## src/rtl/nlc_pkg.sv

```systemverilog
// ----------------------------------------------------------------------------
// nlc_pkg
// Shared constants and types for the name-to-license-code block: hash and
// generator constants, the multiply-add operation select and the result
// handoff between the sequencer and the output stage.
// ----------------------------------------------------------------------------
package nlc_pkg;

    localparam int unsigned WORD_W = 32;
    localparam int unsigned BYTE_W = 8;
    localparam int unsigned CODE_BYTES = 8;
    localparam int unsigned CODE_W = CODE_BYTES * BYTE_W;

    // Running name hash: h = h * 33 + byte
    localparam logic [WORD_W-1:0] HASH_MUL = 32'd33;
    // Linear congruential generator: s = s * 214013 + 2531011
    localparam logic [WORD_W-1:0] LCG_MUL = 32'd214013;
    localparam logic [WORD_W-1:0] LCG_ADD = 32'd2531011;

    // Multiplier select of the shared multiply-add unit
    typedef enum logic {
        OP_HASH,
        OP_LCG
    } mac_op_t;

    // Finished code word handed from the sequencer to the output stage
    typedef struct packed {
        logic              valid;
        logic [CODE_W-1:0] word;
    } nlc_result_t;

endpackage

```

## src/rtl/name_to_license_code.sv

```systemverilog
// ----------------------------------------------------------------------------
// name_to_license_code
// Turns a name, one byte per transaction, into a 64-bit license code word.
// ----------------------------------------------------------------------------
// A name byte without the last mark is hashed as it is accepted, so such
// bytes stream at one per cycle. The byte marked last starts eleven
// more steps on the single shared 32-bit multiply-add unit (four generator
// steps, six check-hash steps, one fold step); in_ready stays low through
// them, and longer if the output register is still full. The finished
// word sits in an output register, code byte k in bits 8k+7:8k, and the
// name hash then restarts from zero for the next name. Empty names are not
// representable: every name ends with a byte marked last.
module name_to_license_code
    import nlc_pkg::*;
(
    input  logic              clk,
    input  logic              rst_n,
    input  logic              in_valid,
    output logic              in_ready,
    input  logic [BYTE_W-1:0] name_byte,
    input  logic              last_byte,
    output logic              out_valid,
    input  logic              out_ready,
    output logic [CODE_W-1:0] code_word
);

    nlc_result_t       result;
    logic              out_free;
    logic              out_valid_reg, out_valid_next;
    logic [CODE_W-1:0] code_word_reg;

    assign out_free = !out_valid_reg || out_ready;

    nlc_ctrl u_ctrl (
        .clk       (clk),
        .rst_n     (rst_n),
        .in_valid  (in_valid),
        .in_ready  (in_ready),
        .name_byte (name_byte),
        .last_byte (last_byte),
        .out_free  (out_free),
        .result    (result)
    );

    // Hold the result until the output transaction completes
    always_comb
    begin
        out_valid_next = out_valid_reg;
        if (result.valid)
        begin
            out_valid_next = 1'b1;
        end
        else if (out_ready)
        begin
            out_valid_next = 1'b0;
        end
    end

    always_ff @(posedge clk or negedge rst_n)
    begin
        if (!rst_n)
        begin
            out_valid_reg <= 1'b0;
        end
        else
        begin
            out_valid_reg <= out_valid_next;
        end
    end

    always_ff @(posedge clk)
    begin
        if (result.valid)
        begin
            code_word_reg <= result.word;
        end
    end

    assign out_valid = out_valid_reg;
    assign code_word = code_word_reg;

endmodule

```

## src/rtl/nlc_mac.sv

```systemverilog
// ----------------------------------------------------------------------------
// nlc_mac
// Shared 32-bit multiply-add unit: y = a * m + c mod 2^32, where m is the
// hash multiplier or the generator multiplier.
// ----------------------------------------------------------------------------
module nlc_mac
    import nlc_pkg::*;
(
    input  mac_op_t           op,
    input  logic [WORD_W-1:0] a,
    input  logic [WORD_W-1:0] c,
    output logic [WORD_W-1:0] y
);

    logic [WORD_W-1:0] mul;
    logic [WORD_W-1:0] prod;

    // Pick the multiplier constant
    always_comb
    begin
        unique case (op)
            OP_HASH: mul = HASH_MUL;
            OP_LCG:  mul = LCG_MUL;
            default: mul = HASH_MUL;
        endcase
    end

    // Multiply, keep the low word, add
    assign prod = a * mul;
    assign y    = prod + c;

endmodule

```

## src/rtl/nlc_ctrl.sv

```systemverilog
// ----------------------------------------------------------------------------
// nlc_ctrl
// Sequencer and data registers: hashes name bytes, and on the last byte
// steps the generator four times, hashes the six code bytes and folds the
// check bytes into the word, all through the one shared multiply-add unit.
// ----------------------------------------------------------------------------
module nlc_ctrl
    import nlc_pkg::*;
(
    input  logic              clk,
    input  logic              rst_n,
    input  logic              in_valid,
    output logic              in_ready,
    input  logic [BYTE_W-1:0] name_byte,
    input  logic              last_byte,
    input  logic              out_free,
    output nlc_result_t       result
);

    localparam int unsigned GEN_STEPS = 4;
    localparam int unsigned CHK_STEPS = 6;
    localparam int unsigned CNT_W     = $clog2(CHK_STEPS);

    typedef enum logic [1:0] {
        ST_IDLE,
        ST_GEN,
        ST_CHK,
        ST_FIN
    } state_t;

    state_t             state_reg, state_next;
    logic [CNT_W-1:0]   cnt_reg, cnt_next;
    logic [WORD_W-1:0]  hash_reg, hash_next;
    logic [BYTE_W-1:0]  xor_reg, xor_next;
    logic [BYTE_W-1:0]  sum_reg, sum_next;
    logic [BYTE_W-1:0]  code_reg [CHK_STEPS];

    mac_op_t            mac_op;
    logic [WORD_W-1:0]  mac_c;
    logic [WORD_W-1:0]  mac_y;
    logic [BYTE_W-1:0]  gen_byte;
    logic               accept;
    logic               code_we;
    logic [CNT_W-1:0]   code_idx;
    logic [BYTE_W-1:0]  code_wdata;
    logic               last_gen;
    logic [BYTE_W-1:0]  chk_lo;
    logic [BYTE_W-1:0]  chk_hi;

    assign in_ready = (state_reg == ST_IDLE);
    assign accept   = in_valid && in_ready;
    assign gen_byte = mac_y[23:16];
    assign last_gen = (cnt_reg == CNT_W'(GEN_STEPS - 1));

    // Select the operation and addend of the shared unit
    always_comb
    begin
        unique case (state_reg)
            ST_IDLE:
            begin
                mac_op = OP_HASH;
                mac_c  = WORD_W'(name_byte);
            end
            ST_GEN:
            begin
                mac_op = OP_LCG;
                mac_c  = LCG_ADD;
            end
            ST_CHK:
            begin
                mac_op = OP_HASH;
                mac_c  = WORD_W'(code_reg[cnt_reg]);
            end
            default:
            begin
                mac_op = OP_HASH;
                mac_c  = '0;
            end
        endcase
    end

    nlc_mac u_mac (
        .op (mac_op),
        .a  (hash_reg),
        .c  (mac_c),
        .y  (mac_y)
    );

    // Sequence the steps
    always_comb
    begin
        state_next = state_reg;
        cnt_next   = cnt_reg;
        hash_next  = hash_reg;
        xor_next   = xor_reg;
        sum_next   = sum_reg;
        unique case (state_reg)
            ST_IDLE:
            begin
                if (accept)
                begin
                    hash_next = mac_y;
                    cnt_next  = '0;
                    xor_next  = '0;
                    sum_next  = '0;
                    if (last_byte)
                    begin
                        state_next = ST_GEN;
                    end
                end
            end
            ST_GEN:
            begin
                xor_next = xor_reg ^ gen_byte;
                sum_next = sum_reg + gen_byte;
                if (last_gen)
                begin
                    hash_next  = '0;
                    cnt_next   = '0;
                    state_next = ST_CHK;
                end
                else
                begin
                    hash_next = mac_y;
                    cnt_next  = cnt_reg + 1'b1;
                end
            end
            ST_CHK:
            begin
                hash_next = mac_y;
                if (cnt_reg == CNT_W'(CHK_STEPS - 1))
                begin
                    state_next = ST_FIN;
                end
                else
                begin
                    cnt_next = cnt_reg + 1'b1;
                end
            end
            ST_FIN:
            begin
                if (out_free)
                begin
                    hash_next  = '0;
                    state_next = ST_IDLE;
                end
            end
            default:
            begin
                state_next = ST_IDLE;
            end
        endcase
    end

    // Hold state and control registers
    always_ff @(posedge clk or negedge rst_n)
    begin
        if (!rst_n)
        begin
            state_reg <= ST_IDLE;
            cnt_reg   <= '0;
            hash_reg  <= '0;
            xor_reg   <= '0;
            sum_reg   <= '0;
        end
        else
        begin
            state_reg <= state_next;
            cnt_reg   <= cnt_next;
            hash_reg  <= hash_next;
            xor_reg   <= xor_next;
            sum_reg   <= sum_next;
        end
    end

    // Capture generator bytes; the last step also stores their xor and sum
    always_comb
    begin
        code_we    = (state_reg == ST_GEN);
        code_idx   = cnt_reg;
        code_wdata = gen_byte;
    end

    always_ff @(posedge clk)
    begin
        if (code_we)
        begin
            code_reg[code_idx] <= code_wdata;
            if (last_gen)
            begin
                code_reg[GEN_STEPS]     <= xor_reg ^ gen_byte;
                code_reg[GEN_STEPS + 1] <= sum_reg + gen_byte;
            end
        end
    end

    // Fold the check bytes into the word
    assign chk_lo = hash_reg[23:16];
    assign chk_hi = hash_reg[31:24];

    always_comb
    begin
        result.valid = (state_reg == ST_FIN) && out_free;
        for (int n = 0; n < CHK_STEPS; n++)
        begin
            result.word[n*BYTE_W +: BYTE_W] = code_reg[n] ^ chk_lo ^ chk_hi;
        end
        result.word[CHK_STEPS*BYTE_W +: BYTE_W]       = chk_lo ^ chk_hi;
        result.word[(CHK_STEPS+1)*BYTE_W +: BYTE_W]   = chk_hi;
    end

endmodule

```

## config.mk

```make
export PLATFORM = sky130hd
export DESIGN_NAME = name_to_license_code
export DESIGN_NICKNAME = d
export VERILOG_FILES = /design/src/rtl/nlc_pkg.sv /design/src/rtl/name_to_license_code.sv /design/src/rtl/nlc_mac.sv /design/src/rtl/nlc_ctrl.sv
export SDC_FILE = /design/constraint.sdc
export NUM_CORES = 1
export LEC_CHECK = 0
export BUFFER_PORTS_ARGS = -buffer_cell sky130_fd_sc_hd__clkbuf_2
export CORE_UTILIZATION = 64
export DETAILED_ROUTE_END_ITERATION = 8
export PLACE_DENSITY = 0.93
export RECOVER_POWER = 100
export SLEW_MARGIN = 10
export SYNTH_ARGS = -nofsm -noshare
export SYNTH_HDL_FRONTEND = slang
export SYNTH_HIERARCHICAL = 1
export SYNTH_SLANG_ARGS = --single-unit
```

## constraint.sdc

```tcl
create_clock -name clk -period 9.9 [get_ports clk]
set_clock_uncertainty 0.2 [all_clocks]
set_input_delay 0.495 -clock clk [delete_from_list [all_inputs] [get_ports clk]]
set_output_delay 0.495 -clock clk [all_outputs]
set_load 0.1 [all_outputs]
```

==> run_results.csv <==
group,metric,value,unit
logic_synthesis,yosysWarningCount,6,
logic_synthesis,synth_top_area_share,22.7,%
detailed_routing,vias_per_cell,5.89,
cts,post_cts_resized,0,
setup_path,critPathMaxStageDelay,0.82,ns
setup_path,timing.critical_path.depth,30,
logic_synthesis,synth_sequential_area_ratio,28.7,%
setup_path,critPathArrivalTime,9.38,ns
die,design.portCount,79,
cells_and_area,layout.core_utilization,69.8,%
logic_synthesis,synth_enable_flop_cells,128,
cts,cts-htree-levels,4,
logic_synthesis,async_flop_share,29.7,%
die,core,0.0278,mm^2
logic_synthesis,netlist.top_cell.by_area,"fa_1",
status,failed_checks,"max-capacitance violations, max-slew violations",
sta,whs,0.178,ns
die,die_h,170,um
cts,cts.sinks,182,
die,chipWidth,170,um
status,status,"finished with violations",
logic_synthesis,synth_ff_type,"edfxtp_1",
die,dieArea,0.0290,mm^2
min_path,instance_count_along_the_most_critical_hold_path,3,
global_routing,grt_first_pass_wirelength,69400,um
cells_and_area,nNetsFinal,2181,
logic_synthesis,synthDistinctLibCells,65,
cts,clk_tree_root_cell,"clkbuf_16",
setup_path,critPathRequiredTime,9.86,ns
die,placementRows,61,
placed_design,numPortBuffers,78,
logic_synthesis,post_synth.cell_area_avg,10.9,um^2
global_routing,grt_overflow_total,0,
cts,numCtsBuffers,17,
sta,tightest_slew,3.32,ns
cells_and_area,final.fill_count,1905,
setup_path,timing.critical_path.from_type,"flip-flop",
setup_path,worst_path_dominant_cell_family,"adder cells",
setup_path,worstPathMaxFanout,28,
detailed_routing,postRouteAntennaNets,0,
cells_and_area,area.growth.synth_to_final,7.06,%
global_routing,antenna_violations_before_repair,0,
placed_design,dp_cells,2099,
logic_synthesis,synth_area_leaders,"fa_1, edfxtp_1, ha_1, dfrtp_1, inv_1",
placed_design,gpl.final_weighted_congestion,0.934,
sta,final_max_slew_viol_count,172,
logic_synthesis,synth.cell_area,0.0181,mm^2
cells_and_area,drive_gt1_share,5.08,%
detailed_routing,drc_errors,0,
sta,finalHoldViolations,0,
global_routing,via_count_of_the_first_global_routing_pass,13200,
min_path,hp_class,"primary input to flip-flop",
cts,clk_transition_reported_paths,0.07,ns
sta,relSlewSlack,-121,%
detailed_routing,drt-total-wl,43200,um
setup_path,r2r.worst_path.cells,30,
cells_and_area,layout.area.seq,0.00519,mm^2
setup_path,crit_buf_inv,8,
cts,cts_max_path_buffers,2,
cells_and_area,multiInputGateArea,0.0114,mm^2
sta,final-setup-viol-count,0,
sta,fmax,106,MHz
setup_path,crit_type,"flip-flop to flip-flop",
setup_path,worstSetupEndpointType,"flip-flop",
detailed_routing,detail_route.wl_per_cell,20.3,um
logic_synthesis,syn_inst,1669,
cts,tritoncts,"yes",
setup_path,crit_path_frequent_cell,"inv_1",
detailed_routing,detailedRoute.firstIterationViolations,1216,
cells_and_area,diodes_inserted,0,
global_routing,track_usage,31.5,%
sta,finalCriticalPeriod,9.42,ns
placed_design,hpwlAfterDp,33400,um
sta,unrepaired_setup_endpoints_after_global_routing,"no",
detailed_routing,initial_drt_pass_iterations,8,
die,start_util,65.2,%
sta,final_worst_path_period_share,95.2,%
run,maxCapViolCount,4,
logic_synthesis,synth_seq_cells,182,
cts,worstSkewPairLatency,0.44,ns
setup_path,timing.critical_path.slowest_stage_cell,"o41ai_1",
cts,ctsHoldBuffers,0,
cts,buffers_inserted_during_post_cts_setup_optimization,0,
detailed_routing,via_count,12500,
global_routing,grt_start_max_net_pins,66,
sta,totalNegativeSetupSlack,0,ns
cells_and_area,finish.cell_count_without_fillers,2131,
[worst reg2reg max path: cells and delay by family, from the launching register on]
family	cells	cell delay, ns
buffers and inverters	8	0.97
flip-flops	1	0.43
XOR/XNOR	2	0.54
AO/OA/AOI/OAI	5	1.69
adder cells (fa/ha/maj)	11	3.97
AND/OR/NAND/NOR	4	1.33
[final cells by class]
class	count	area share (%)
flip-flops and latches	182	26.8
multi-input cells	1109	59.0
well taps	378	2.44
clock buffers	17	2.19
repair buffers	98	2.21
inverters	332	6.42
clock inverters	15	1.01
[cells in the final DEF, fill, tap and decap left out, types with 14 or more instances in the layout]
cell type	n
nor2b_1	14
fa_1	205
xor2_1	42
clkbuf_16	17
nand2_1	100
dfrtp_1	54
nor2_1	33
o21ai_0	42
ha_1	222
conb_1	16
a211oi_1	15
clkbuf_1	74
inv_1	324
xnor2_1	113
and2_1	43
a21oi_1	45
a21o_1	22
and3_1	23
a22o_1	37
edfxtp_1	128
[worst paths after layout]
path	start	to	slack, ns
worst min-delay path	out_ready	out_valid$_DFFE_PN0P_	0.18
max in group asynchronous	rst_n	u_ctrl/hash_reg[7]$_DFFE_PN0P_	6.64
worst min register to register	u_ctrl/xor_reg[7]$_DFFE_PN0P_	u_ctrl/xor_reg[7]$_DFFE_PN0P_	0.29
worst max register to register	u_ctrl/state_reg[1]$_DFFE_PN0P_	u_ctrl/code_reg[5][7]$_DFFE_PP_	0.48
min in group asynchronous	rst_n	u_ctrl/hash_reg[31]$_DFFE_PN0P_	1.02
worst max-delay path	u_ctrl/state_reg[1]$_DFFE_PN0P_	u_ctrl/code_reg[5][7]$_DFFE_PP_	0.48
[layer usage]
metal,track usage [%],vias to the layer above,share of wire (%)
met5,0,-,0
met4,9.79,0,3.1
met3,4.79,116,7.6
met2,55.0,678,49
met1,40.4,6203,40
li1,-,5549,-
[Yosys cell counts (4+ instances only)]
cell type / n
dfrtp_1: 54
a21oi_1: 45
o211ai_1: 4
mux2i_1: 7
or2_1: 8
o21ai_1: 6
fa_1: 205
ha_1: 223
nor3_1: 8
clkbuf_1: 38
and2_1: 45
a21o_1: 22
o22ai_1: 6
nor2_1: 33
a221oi_1: 7
buf_2: 11
buf_4: 10
a31oi_1: 7
xor2_1: 42
o21bai_1: 4
and3_1: 23
a22o_1: 37
or3_1: 4
nor3b_1: 4
o21ai_0: 39
nand3_1: 4
o21a_1: 6
inv_2: 9
nand2_1: 100
nand2b_1: 9
inv_1: 323
a211oi_1: 15
edfxtp_1: 128
nor2b_1: 14
mux2_2: 12
a22oi_1: 8
xnor2_1: 113
[cell families after synthesis]
| kind of cell | count (synthesis) | share of synthesized area [%] |
|---|---|---|
| adders and majority gates | 431 | 38.2 |
| buffers and inverters | 393 | 8.47 |
| and+or+nand+nor | 262 | 7.24 |
| AOI/OAI and AO/OA | 226 | 8.76 |
| DFF | 182 | 28.7 |
| xor gates and xnor gates | 155 | 7.49 |
| muxes | 19 | 1.13 |
| other | 1 | 0.0207 |
[per-stage QoR]
step | setup slack, ns | cell area, um^2
6_report | 0.476 | 19400
5_1_grt | 0.208 | 19400
4_1_cts | 1.02 | 19500
3_5_place_dp | 1.02 | 18900
3_3_place_gp | 1.20 | 18900
2_1_floorplan | 1.23 | 18200
Power is left out: the tool's default activity adds up to more than one toggle a clock period on the data nets, which glitch-free logic cannot reach.
